## src/ucd_pkg.sv

```systemverilog
// ----------------------------------------------------------------------------
// ucd_pkg
// Shared types and constants for the undirected cycle detector.
// ----------------------------------------------------------------------------
package ucd_pkg;

    // Largest supported graph and reset value of the vertex count register
    localparam int UCD_MAX_VERTICES = 32;
    localparam logic [5:0] UCD_VCOUNT_RESET = 6'd32;

    // Fixed field widths
    localparam int UCD_VTX_W = 5;
    localparam int UCD_WGT_W = 16;

    // Weights that mean "no edge"
    localparam logic signed [UCD_WGT_W-1:0] UCD_WGT_ZERO = 16'sd0;
    localparam logic signed [UCD_WGT_W-1:0] UCD_WGT_NEG1 = -16'sd1;

    // Sequencer states
    typedef enum logic [2:0] {
        ST_IDLE,
        ST_SCAN,
        ST_STEP,
        ST_POP,
        ST_EMIT
    } t_state;

    // Adjacency store control from the sequencer
    typedef struct packed {
        logic                 wr;
        logic                 clr;
        logic [UCD_VTX_W-1:0] row;
        logic [UCD_VTX_W-1:0] col;
        logic                 present;
    } t_adj_ctl;

endpackage

```

## src/undirected_cycle_detect.sv

```systemverilog
// ----------------------------------------------------------------------------
// undirected_cycle_detect
// Cycle detection on an undirected graph loaded as adjacency pairs.
// ----------------------------------------------------------------------------
// Pairs load at one item per cycle; an item with last_pair set starts a
// depth-first search over vertices below vertex_count, and the block is not
// ready until the single has_cycle result is placed in the output register.
// The sequencer tests one adjacency bit per cycle in its step state, and a
// pop issues the registered stack read there and restores the frame in the
// pop state. The matrix clears in the cycle the result is issued; there is
// no clearing pass after reset. A waiting result does not block loading of
// the next graph.
module undirected_cycle_detect #(
    parameter int MAX_VERTICES = ucd_pkg::UCD_MAX_VERTICES
) (
    input  logic                                 i_clk,
    input  logic                                 i_rst_n,
    input  logic                                 i_cfg_valid,
    output logic                                 o_cfg_ready,
    input  logic [5:0]                           i_cfg_vertex_count,
    input  logic                                 i_in_valid,
    output logic                                 o_in_ready,
    input  logic [ucd_pkg::UCD_VTX_W-1:0]        i_row_vertex,
    input  logic [ucd_pkg::UCD_VTX_W-1:0]        i_col_vertex,
    input  logic signed [ucd_pkg::UCD_WGT_W-1:0] i_edge_weight,
    input  logic                                 i_last_pair,
    output logic                                 o_out_valid,
    input  logic                                 i_out_ready,
    output logic                                 o_has_cycle
);
    import ucd_pkg::*;

    localparam int VW = $clog2(MAX_VERTICES);
    localparam int CW = $clog2(MAX_VERTICES + 1);
    localparam int FW = 2 * VW + 1 + CW;

    t_adj_ctl                w_adj_ctl;
    logic [VW-1:0]           w_adj_vert;
    logic [MAX_VERTICES-1:0] w_adj_row;
    logic                    w_stk_wr_en;
    logic [VW-1:0]           w_stk_wr_addr;
    logic [FW-1:0]           w_stk_wr_data;
    logic                    w_stk_rd_en;
    logic [VW-1:0]           w_stk_rd_addr;
    logic [FW-1:0]           w_stk_rd_data;

    ucd_seq #(
        .MAX_VERTICES (MAX_VERTICES),
        .VW           (VW),
        .CW           (CW),
        .FW           (FW)
    ) u_seq (
        .i_clk              (i_clk),
        .i_rst_n            (i_rst_n),
        .i_cfg_valid        (i_cfg_valid),
        .o_cfg_ready        (o_cfg_ready),
        .i_cfg_vertex_count (i_cfg_vertex_count),
        .i_in_valid         (i_in_valid),
        .o_in_ready         (o_in_ready),
        .i_row_vertex       (i_row_vertex),
        .i_col_vertex       (i_col_vertex),
        .i_edge_weight      (i_edge_weight),
        .i_last_pair        (i_last_pair),
        .o_out_valid        (o_out_valid),
        .i_out_ready        (i_out_ready),
        .o_has_cycle        (o_has_cycle),
        .o_adj_ctl          (w_adj_ctl),
        .o_adj_vert         (w_adj_vert),
        .i_adj_row          (w_adj_row),
        .o_stk_wr_en        (w_stk_wr_en),
        .o_stk_wr_addr      (w_stk_wr_addr),
        .o_stk_wr_data      (w_stk_wr_data),
        .o_stk_rd_en        (w_stk_rd_en),
        .o_stk_rd_addr      (w_stk_rd_addr),
        .i_stk_rd_data      (w_stk_rd_data)
    );

    ucd_adj #(
        .MAX_VERTICES (MAX_VERTICES),
        .VW           (VW)
    ) u_adj (
        .i_clk     (i_clk),
        .i_rst_n   (i_rst_n),
        .i_ctl     (w_adj_ctl),
        .i_rd_vert (w_adj_vert),
        .o_rd_row  (w_adj_row)
    );

    ucd_stack #(
        .MAX_VERTICES (MAX_VERTICES),
        .VW           (VW),
        .FW           (FW)
    ) u_stack (
        .i_clk     (i_clk),
        .i_wr_en   (w_stk_wr_en),
        .i_wr_addr (w_stk_wr_addr),
        .i_wr_data (w_stk_wr_data),
        .i_rd_en   (w_stk_rd_en),
        .i_rd_addr (w_stk_rd_addr),
        .o_rd_data (w_stk_rd_data)
    );

`ifndef SYNTH
    // A final pair starts a search, so no item is taken in the next cycle
    a_busy_after_last: assert property (@(posedge i_clk) disable iff (!i_rst_n)
        (i_in_valid && o_in_ready && i_last_pair) |=> !o_in_ready)
        else $error("input taken right after a final pair");

    // A pair that is not final never raises a result
    a_no_result_on_load: assert property (@(posedge i_clk) disable iff (!i_rst_n)
        (i_in_valid && o_in_ready && !i_last_pair && !o_out_valid) |=> !o_out_valid)
        else $error("result raised by a non-final pair");

    // Push and pop never share a cycle
    a_stack_one_op: assert property (@(posedge i_clk) disable iff (!i_rst_n)
        !(w_stk_wr_en && w_stk_rd_en))
        else $error("stack push and pop in one cycle");

    // Matrix clear only happens while no new pair is loading
    a_clear_idle: assert property (@(posedge i_clk) disable iff (!i_rst_n)
        w_adj_ctl.clr |-> !w_adj_ctl.wr)
        else $error("matrix clear collides with a pair write");
`endif

endmodule

```

## src/ucd_adj.sv

```systemverilog
// ----------------------------------------------------------------------------
// ucd_adj
// Symmetric adjacency matrix in flip-flops: pair writes, clear, row read.
// ----------------------------------------------------------------------------
module ucd_adj #(
    parameter int MAX_VERTICES = ucd_pkg::UCD_MAX_VERTICES,
    parameter int VW           = $clog2(MAX_VERTICES)
) (
    input  logic                    i_clk,
    input  logic                    i_rst_n,
    input  ucd_pkg::t_adj_ctl       i_ctl,
    input  logic [VW-1:0]           i_rd_vert,
    output logic [MAX_VERTICES-1:0] o_rd_row
);
    import ucd_pkg::*;

    localparam int IW = (VW > UCD_VTX_W) ? VW : UCD_VTX_W;

    logic [MAX_VERTICES-1:0] r_adj [MAX_VERTICES];
    logic [MAX_VERTICES-1:0] n_adj [MAX_VERTICES];
    logic [IW-1:0]           w_row;
    logic [IW-1:0]           w_col;

    assign w_row = IW'(i_ctl.row);
    assign w_col = IW'(i_ctl.col);

    // Clear all bits, or set or drop both mirrored bits of a pair; diagonal pairs are ignored
    always_comb begin
        for (int a = 0; a < MAX_VERTICES; a++) begin
            for (int b = 0; b < MAX_VERTICES; b++) begin
                n_adj[a][b] = r_adj[a][b];
                if (i_ctl.clr) begin
                    n_adj[a][b] = 1'b0;
                end else if (i_ctl.wr && (w_row != w_col) &&
                             (((IW'(a) == w_row) && (IW'(b) == w_col)) ||
                              ((IW'(a) == w_col) && (IW'(b) == w_row)))) begin
                    n_adj[a][b] = i_ctl.present;
                end
            end
        end
    end

    always_ff @(posedge i_clk) begin
        if (!i_rst_n) begin
            for (int a = 0; a < MAX_VERTICES; a++) begin
                r_adj[a] <= '0;
            end
        end else begin
            r_adj <= n_adj;
        end
    end

    assign o_rd_row = r_adj[i_rd_vert];

endmodule

```

## src/ucd_stack.sv

```systemverilog
// ----------------------------------------------------------------------------
// ucd_stack
// Frame memory for the search stack: one write port, one registered read.
// ----------------------------------------------------------------------------
module ucd_stack #(
    parameter int MAX_VERTICES = ucd_pkg::UCD_MAX_VERTICES,
    parameter int VW           = $clog2(MAX_VERTICES),
    parameter int FW           = 2 * VW + 1 + $clog2(MAX_VERTICES + 1)
) (
    input  logic          i_clk,
    input  logic          i_wr_en,
    input  logic [VW-1:0] i_wr_addr,
    input  logic [FW-1:0] i_wr_data,
    input  logic          i_rd_en,
    input  logic [VW-1:0] i_rd_addr,
    output logic [FW-1:0] o_rd_data
);
    import ucd_pkg::*;

    logic [FW-1:0] r_mem [MAX_VERTICES];
    logic [FW-1:0] r_rd_data;

    // Store a pushed frame
    always_ff @(posedge i_clk) begin
        if (i_wr_en) begin
            r_mem[i_wr_addr] <= i_wr_data;
        end
    end

    // Fetch the frame below the top on a pop
    always_ff @(posedge i_clk) begin
        if (i_rd_en) begin
            r_rd_data <= r_mem[i_rd_addr];
        end
    end

    assign o_rd_data = r_rd_data;

endmodule

```

## src/ucd_seq.sv

```systemverilog
// ----------------------------------------------------------------------------
// ucd_seq
// Handshakes, vertex count register and the depth-first search sequencer.
// ----------------------------------------------------------------------------
module ucd_seq #(
    parameter int MAX_VERTICES = ucd_pkg::UCD_MAX_VERTICES,
    parameter int VW           = $clog2(MAX_VERTICES),
    parameter int CW           = $clog2(MAX_VERTICES + 1),
    parameter int FW           = 2 * VW + 1 + $clog2(MAX_VERTICES + 1)
) (
    input  logic                                   i_clk,
    input  logic                                   i_rst_n,
    input  logic                                   i_cfg_valid,
    output logic                                   o_cfg_ready,
    input  logic [5:0]                             i_cfg_vertex_count,
    input  logic                                   i_in_valid,
    output logic                                   o_in_ready,
    input  logic [ucd_pkg::UCD_VTX_W-1:0]          i_row_vertex,
    input  logic [ucd_pkg::UCD_VTX_W-1:0]          i_col_vertex,
    input  logic signed [ucd_pkg::UCD_WGT_W-1:0]   i_edge_weight,
    input  logic                                   i_last_pair,
    output logic                                   o_out_valid,
    input  logic                                   i_out_ready,
    output logic                                   o_has_cycle,
    output ucd_pkg::t_adj_ctl                      o_adj_ctl,
    output logic [VW-1:0]                          o_adj_vert,
    input  logic [MAX_VERTICES-1:0]                i_adj_row,
    output logic                                   o_stk_wr_en,
    output logic [VW-1:0]                          o_stk_wr_addr,
    output logic [FW-1:0]                          o_stk_wr_data,
    output logic                                   o_stk_rd_en,
    output logic [VW-1:0]                          o_stk_rd_addr,
    input  logic [FW-1:0]                          i_stk_rd_data
);
    import ucd_pkg::*;

    t_state                  r_state, n_state;
    logic [5:0]              r_vcount;
    logic [CW-1:0]           r_s, n_s;
    logic [VW-1:0]           r_vert, n_vert;
    logic [VW-1:0]           r_par, n_par;
    logic                    r_par_ok, n_par_ok;
    logic [CW-1:0]           r_next, n_next;
    logic [CW-1:0]           r_depth, n_depth;
    logic [MAX_VERTICES-1:0] r_visited, n_visited;
    logic                    r_found, n_found;
    logic                    r_out_valid, n_out_valid;
    logic                    r_has_cycle, n_has_cycle;

    logic                    w_in_acc;
    logic [CW-1:0]           w_n;
    logic [VW-1:0]           w_i;
    logic [VW-1:0]           w_s;
    logic [CW-1:0]           w_next_inc;
    logic                    w_emit;
    logic [CW-1:0]           w_depth_m1;
    logic [CW-1:0]           w_depth_m2;

    assign o_cfg_ready = 1'b1;
    assign o_in_ready  = (r_state == ST_IDLE);
    assign w_in_acc    = i_in_valid && o_in_ready;
    assign o_out_valid = r_out_valid;
    assign o_has_cycle = r_has_cycle;

    // Clamp the vertex count to one..MAX_VERTICES
    always_comb begin
        if (r_vcount == 6'd0) begin
            w_n = CW'(1);
        end else if (int'(r_vcount) > MAX_VERTICES) begin
            w_n = CW'(MAX_VERTICES);
        end else begin
            w_n = CW'(r_vcount);
        end
    end

    assign w_i        = r_next[VW-1:0];
    assign w_s        = r_s[VW-1:0];
    assign w_next_inc = r_next + CW'(1);
    assign w_depth_m1 = r_depth - CW'(1);
    assign w_depth_m2 = r_depth - CW'(2);
    assign o_adj_vert = r_vert;

    // Next state and datapath of the search
    always_comb begin
        n_state   = r_state;
        n_s       = r_s;
        n_vert    = r_vert;
        n_par     = r_par;
        n_par_ok  = r_par_ok;
        n_next    = r_next;
        n_depth   = r_depth;
        n_visited = r_visited;
        n_found   = r_found;
        w_emit    = 1'b0;

        o_adj_ctl.wr      = w_in_acc;
        o_adj_ctl.clr     = 1'b0;
        o_adj_ctl.row     = i_row_vertex;
        o_adj_ctl.col     = i_col_vertex;
        o_adj_ctl.present = !((i_edge_weight == UCD_WGT_ZERO) ||
                              (i_edge_weight == UCD_WGT_NEG1));

        o_stk_wr_en   = 1'b0;
        o_stk_wr_addr = w_depth_m1[VW-1:0];
        o_stk_wr_data = {r_vert, r_par_ok, r_par, w_next_inc};
        o_stk_rd_en   = 1'b0;
        o_stk_rd_addr = w_depth_m2[VW-1:0];

        case (r_state)
            ST_IDLE: begin
                if (w_in_acc && i_last_pair) begin
                    n_visited = '0;
                    n_s       = '0;
                    n_depth   = '0;
                    n_state   = ST_SCAN;
                end
            end
            ST_SCAN: begin
                // Find the next unvisited root
                if (r_s >= w_n) begin
                    n_found = 1'b0;
                    n_state = ST_EMIT;
                end else if (r_visited[w_s]) begin
                    n_s = r_s + CW'(1);
                end else begin
                    n_visited[w_s] = 1'b1;
                    n_vert         = w_s;
                    n_par_ok       = 1'b0;
                    n_next         = '0;
                    n_depth        = CW'(1);
                    n_state        = ST_STEP;
                end
            end
            ST_STEP: begin
                if (r_next >= w_n) begin
                    // Top frame exhausted: drop it
                    if (r_depth == CW'(1)) begin
                        n_depth = '0;
                        n_state = ST_SCAN;
                    end else begin
                        o_stk_rd_en = 1'b1;
                        n_state     = ST_POP;
                    end
                end else begin
                    n_next = w_next_inc;
                    if ((r_par_ok && (w_i == r_par)) || !i_adj_row[w_i]) begin
                        n_state = ST_STEP;
                    end else if (r_visited[w_i]) begin
                        n_found = 1'b1;
                        n_depth = '0;
                        n_state = ST_EMIT;
                    end else begin
                        n_visited[w_i] = 1'b1;
                        if (int'(r_depth) < MAX_VERTICES) begin
                            // Push the current frame, descend into the neighbor
                            o_stk_wr_en = 1'b1;
                            n_vert      = w_i;
                            n_par       = r_vert;
                            n_par_ok    = 1'b1;
                            n_next      = '0;
                            n_depth     = r_depth + CW'(1);
                        end
                    end
                end
            end
            ST_POP: begin
                {n_vert, n_par_ok, n_par, n_next} = i_stk_rd_data;
                n_depth = w_depth_m1;
                n_state = ST_STEP;
            end
            ST_EMIT: begin
                // Hand over the result once the output slot is free
                if (!r_out_valid || i_out_ready) begin
                    w_emit        = 1'b1;
                    o_adj_ctl.clr = 1'b1;
                    n_state       = ST_IDLE;
                end
            end
            default: begin
                n_state = ST_IDLE;
            end
        endcase
    end

    // Output register
    always_comb begin
        n_out_valid = (r_out_valid && !i_out_ready) || w_emit;
        n_has_cycle = w_emit ? r_found : r_has_cycle;
    end

    always_ff @(posedge i_clk) begin
        if (!i_rst_n) begin
            r_state     <= ST_IDLE;
            r_vcount    <= UCD_VCOUNT_RESET;
            r_depth     <= '0;
            r_visited   <= '0;
            r_out_valid <= 1'b0;
        end else begin
            r_state     <= n_state;
            r_depth     <= n_depth;
            r_visited   <= n_visited;
            r_out_valid <= n_out_valid;
            if (i_cfg_valid) begin
                r_vcount <= i_cfg_vertex_count;
            end
        end
    end

    always_ff @(posedge i_clk) begin
        r_s         <= n_s;
        r_vert      <= n_vert;
        r_par       <= n_par;
        r_par_ok    <= n_par_ok;
        r_next      <= n_next;
        r_found     <= n_found;
        r_has_cycle <= n_has_cycle;
    end

endmodule

```

## config.mk

```make
export PLATFORM = sky130hd
export DESIGN_NAME = undirected_cycle_detect
export DESIGN_NICKNAME = d
export VERILOG_FILES = /design/src/ucd_pkg.sv /design/src/undirected_cycle_detect.sv /design/src/ucd_adj.sv /design/src/ucd_stack.sv /design/src/ucd_seq.sv
export SDC_FILE = /design/constraint.sdc
export NUM_CORES = 2
export LEC_CHECK = 0
export ABC_AREA = 0
export BUFFER_PORTS_ARGS = -buffer_cell sky130_fd_sc_hd__buf_2
export CORE_MARGIN = 3
export CORE_UTILIZATION = 25
export DETAILED_ROUTE_END_ITERATION = 10
export PLACE_DENSITY = 0.39
export SLEW_MARGIN = 25
export SYNTH_ARGS = -nofsm -noshare
export SYNTH_HDL_FRONTEND = slang
export SYNTH_SLANG_ARGS = --single-unit
```

## constraint.sdc

```tcl
create_clock -name i_clk -period 5.8 [get_ports i_clk]
set_input_delay 0.87 -clock i_clk [delete_from_list [all_inputs] [get_ports i_clk]]
set_output_delay 0.87 -clock i_clk [all_outputs]
set_load 0.05 [all_outputs]
```

==> results.py <==
metrics = {
    "grt": {
        "grt_max_degree": 245,
        "grt_pass1_wl_um": 354000,
        "grt.overflow.total": 0,
        "grt_antenna_before_repair": 10,
        "track_usage_pct": 19.7,
        "grt_pass1_vias": 45800,
    },
    "pwr": {
        "ir_worst_vdd_v": 0.000240,
        "power_frac_clock_pct": 44.0,
        "switching_share_pct": 27.8,
        "seq_power_share_pct": 43.9,
        "switching_power_mw": 5.57,
        "p_leak_nw": 19.9,
        "p_comb_share_pct": 12.1,
        "intPower_mw": 14.4,
        "p_per_area_nw_per_um2": 294,
    },
    "logic_synthesis": {
        "ys.warnings.count": 0,
        "postSynthAreaPerCell_um2": 10.6,
        "ys_seq_elements": 1162,
        "synth_area_um2": 60000,
        "ys_types": 91,
        "ys_seq_area_share_pct": 48.6,
        "syn_inst": 5669,
        "synth_edf_count": 586,
        "async_flop_share_pct": 0,
        "synth_flop_cell": "edfxtp_1",
        "syn_nets": 5735,
    },
    "sta": {
        "worst_pin_slew_ps": 1140,
        "setup-tns-final_ps": 0,
        "period_minus_slack_ps": 5280,
        "hold_viol": 0,
        "post-route-period-util_pct": 91.1,
        "fmax_mhz": 189,
        "maxSlewViolCount": 0,
        "fin_skew_ps": 56.7,
        "setup_violations": 0,
        "max-slew-margin-rel_pct": 23.7,
        "rsz0062_at_grt": "no",
    },
    "critical_path": {
        "critical_path_required_ps": 6290,
        "critPathArrivalTime_ps": 5770,
        "crit_fanout": 24,
        "critPathKind": "register to register",
        "crit_path_end_kind": "register",
        "cp-start-kind": "register",
    },
    "placement": {
        "dp_hpwl_um": 156000,
        "gp_congestion": 0.914,
        "placed_area_um2": 63500,
        "buffer_ports.inserted": 40,
    },
    "run": {
        "maxCapViolations": 0,
    },
    "clock_tree": {
        "cts.sinks": 1162,
        "cts_tree": "yes",
        "htreeDepth": 4,
        "cts_setup_buffers": 0,
        "clockBufferDepth": 3,
        "clk_pin_slew_ps": 60,
        "insertion_delay_ps": 810,
        "cts_resized": 0,
        "cts_buffers": 138,
        "root_buffer": "clkbuf_16",
        "hold_buffers": 0,
    },
    "routing": {
        "via_count": 48400,
        "drt_iter0_drc": 5503,
        "post_drt_via_cell_ratio": 5.56,
        "drt_wl_total_um": 250000,
        "final_antenna_net_count": 0,
        "drc": 0,
        "dr.pass1.iters": 9,
        "post_drt_wl_per_cell_um": 28.6,
    },
    "min_path": {
        "min_path_type": "primary input to register",
    },
    "finish": {
        "n_fill_cell": 24600,
        "syn2layout_area_growth_pct": 13.6,
        "layout-drive-gt1-share_pct": 17.4,
        "mostFrequentLayoutCells": "nand2_1 (1083), edfxtp_1 (586), dfxtp_1 (574), nand3_1 (511), o22ai_1 (508)",
        "layout_commonest_cell": "nand2_1",
        "nets": 5502,
        "stdcell_area_um2": 68100,
    },
    "floorplan": {
        "core_area_um2": 238000,
        "die_h_um": 496,
        "initial_core_util_pct": 25.2,
        "io_pins": 42,
        "dieArea_um2": 246000,
        "rows": 179,
        "die_w_um": 496,
    },
    "run_status": {
        "status": "completed",
    },
}
-- critical path, cell delays in order (launching register included) --
cell and delay (ps):
edfxtp_1 790, buf_12 280, buf_12 220, mux4_2 230, mux2i_1 90, a21oi_1 580
o311ai_0 270, a21oi_2 310, nor4_4 110, or4b_1 620, or3_4 520, nor2_2 570
buf_4 330
-- flip-flops by register name, summed over array words and instances, names as in the netlist, 3 cells and up --
signal / cells
u_adj.r_adj: 528
u_seq.o_adj_vert: 5
u_seq.r_depth: 6
u_seq.r_next: 6
u_seq.r_par: 5
u_seq.r_s: 6
u_seq.r_state: 3
u_seq.r_vcount: 6
u_seq.r_visited: 32
u_stack.o_rd_data: 17
u_stack.r_mem: 544
-- cell type report --
cell class | count | area (um^2) | area share, %
Clock buffer | 190 | 3780 | 5.55
Sequential cell | 1162 | 29100 | 42.8
Timing Repair Buffer | 239 | 2200 | 3.22
Tap cell | 3167 | 3960 | 5.82
Multi-Input combinational cell | 3870 | 28200 | 41.4
Inverter | 25 | 93.8 | 0.138
Antenna cell | 2 | 5.00 | 0.00735
Clock inverter | 58 | 753 | 1.11
-- metrics by stage --
step	hold WS, ps	util [%]	setup slack [ps]	power, mW	std cells
floorplan	400	-	300	10.6	5669
global placement	419	26.6	502	11.3	8460
detailed placement	433	26.7	441	11.4	8462
CTS	256	28.6	449	20.2	8710
global route	272	28.6	358	20.7	8712
finish	322	28.6	516	20.0	8713
-- synthesized netlist by cell type (21+ instances only) --
library cell | number | area, um^2
nand2_1 | 1095 | 4110
edfxtp_1 | 586 | 17600
dfxtp_1 | 576 | 11500
nand3_1 | 512 | 2560
o22ai_1 | 508 | 3180
a21oi_1 | 502 | 2510
clkbuf_1 | 461 | 1730
mux4_2 | 385 | 8670
mux2i_1 | 145 | 1450
nor2_1 | 124 | 465
nand2b_1 | 53 | 332
buf_1 | 51 | 191
mux2_2 | 44 | 495
nor4_1 | 44 | 275
o21ai_0 | 43 | 215
a22oi_1 | 41 | 308
nor3_1 | 41 | 205
and3_1 | 40 | 250
ha_1 | 28 | 350
buf_6 | 27 | 304
buf_2 | 26 | 130
or3_1 | 26 | 163
inv_1 | 22 | 82.6
buf_4 | 21 | 158
-- power groups by stage --
| stage | clock network, mW | registers, mW | logic (mW) |
|---|---|---|---|
| final | 8.80 | 8.79 | 2.42 |
| after global routing | 9.34 | 8.79 | 2.55 |
| after CTS | 9.02 | 8.79 | 2.40 |
| after detailed placement | 0 | 8.96 | 2.40 |
| after global placement | 0 | 8.97 | 2.37 |
| after floorplan | 0 | 8.94 | 1.61 |
-- routing by layer --
layer / GRT usage, % / part of all wire, % / vias to the layer above
met5: 0 / 0.0048 / -
met4: 7.00 / 3.7 / 2
met3: 3.42 / 7.0 / 430
met2: 30.4 / 45 / 2181
met1: 27.7 / 44 / 24900
li1: - / - / 20900
-- final timing paths --
| kind | from | to | slack, ps | cells after the start |
|---|---|---|---|---|
| max | u_seq.o_adj_vert[2]$_DFFE_PP_ | u_stack.r_mem[23][8]$_DFFE_PP_ | 520 | 12 |
| max reg2reg | u_seq.o_adj_vert[2]$_DFFE_PP_ | u_stack.r_mem[23][8]$_DFFE_PP_ | 520 | 12 |
| min | i_cfg_vertex_count[2] | u_seq.r_vcount[2]$_SDFFE_PN0P_ | 320 | 3 |
| min reg2reg | u_seq.r_found$_DFFE_PP_ | u_seq.o_has_cycle$_DFFE_PP_ | 460 | 0 |
-- kinds of logic (layout without fill, tap and decap cells) --
group | Yosys count | count (layout) | share of synthesized area (%)
other cells | 1 | 3 | 0.00625
compound gates | 1231 | 1231 | 12.3
xor+xnor | 25 | 25 | 0.365
simple gates | 1993 | 1993 | 14.7
fa+ha+maj | 28 | 28 | 0.584
mux | 592 | 592 | 18.5
buf+inv | 637 | 512 | 5.04
flops | 1162 | 1162 | 48.6
(Power assumes the default switching activity.)
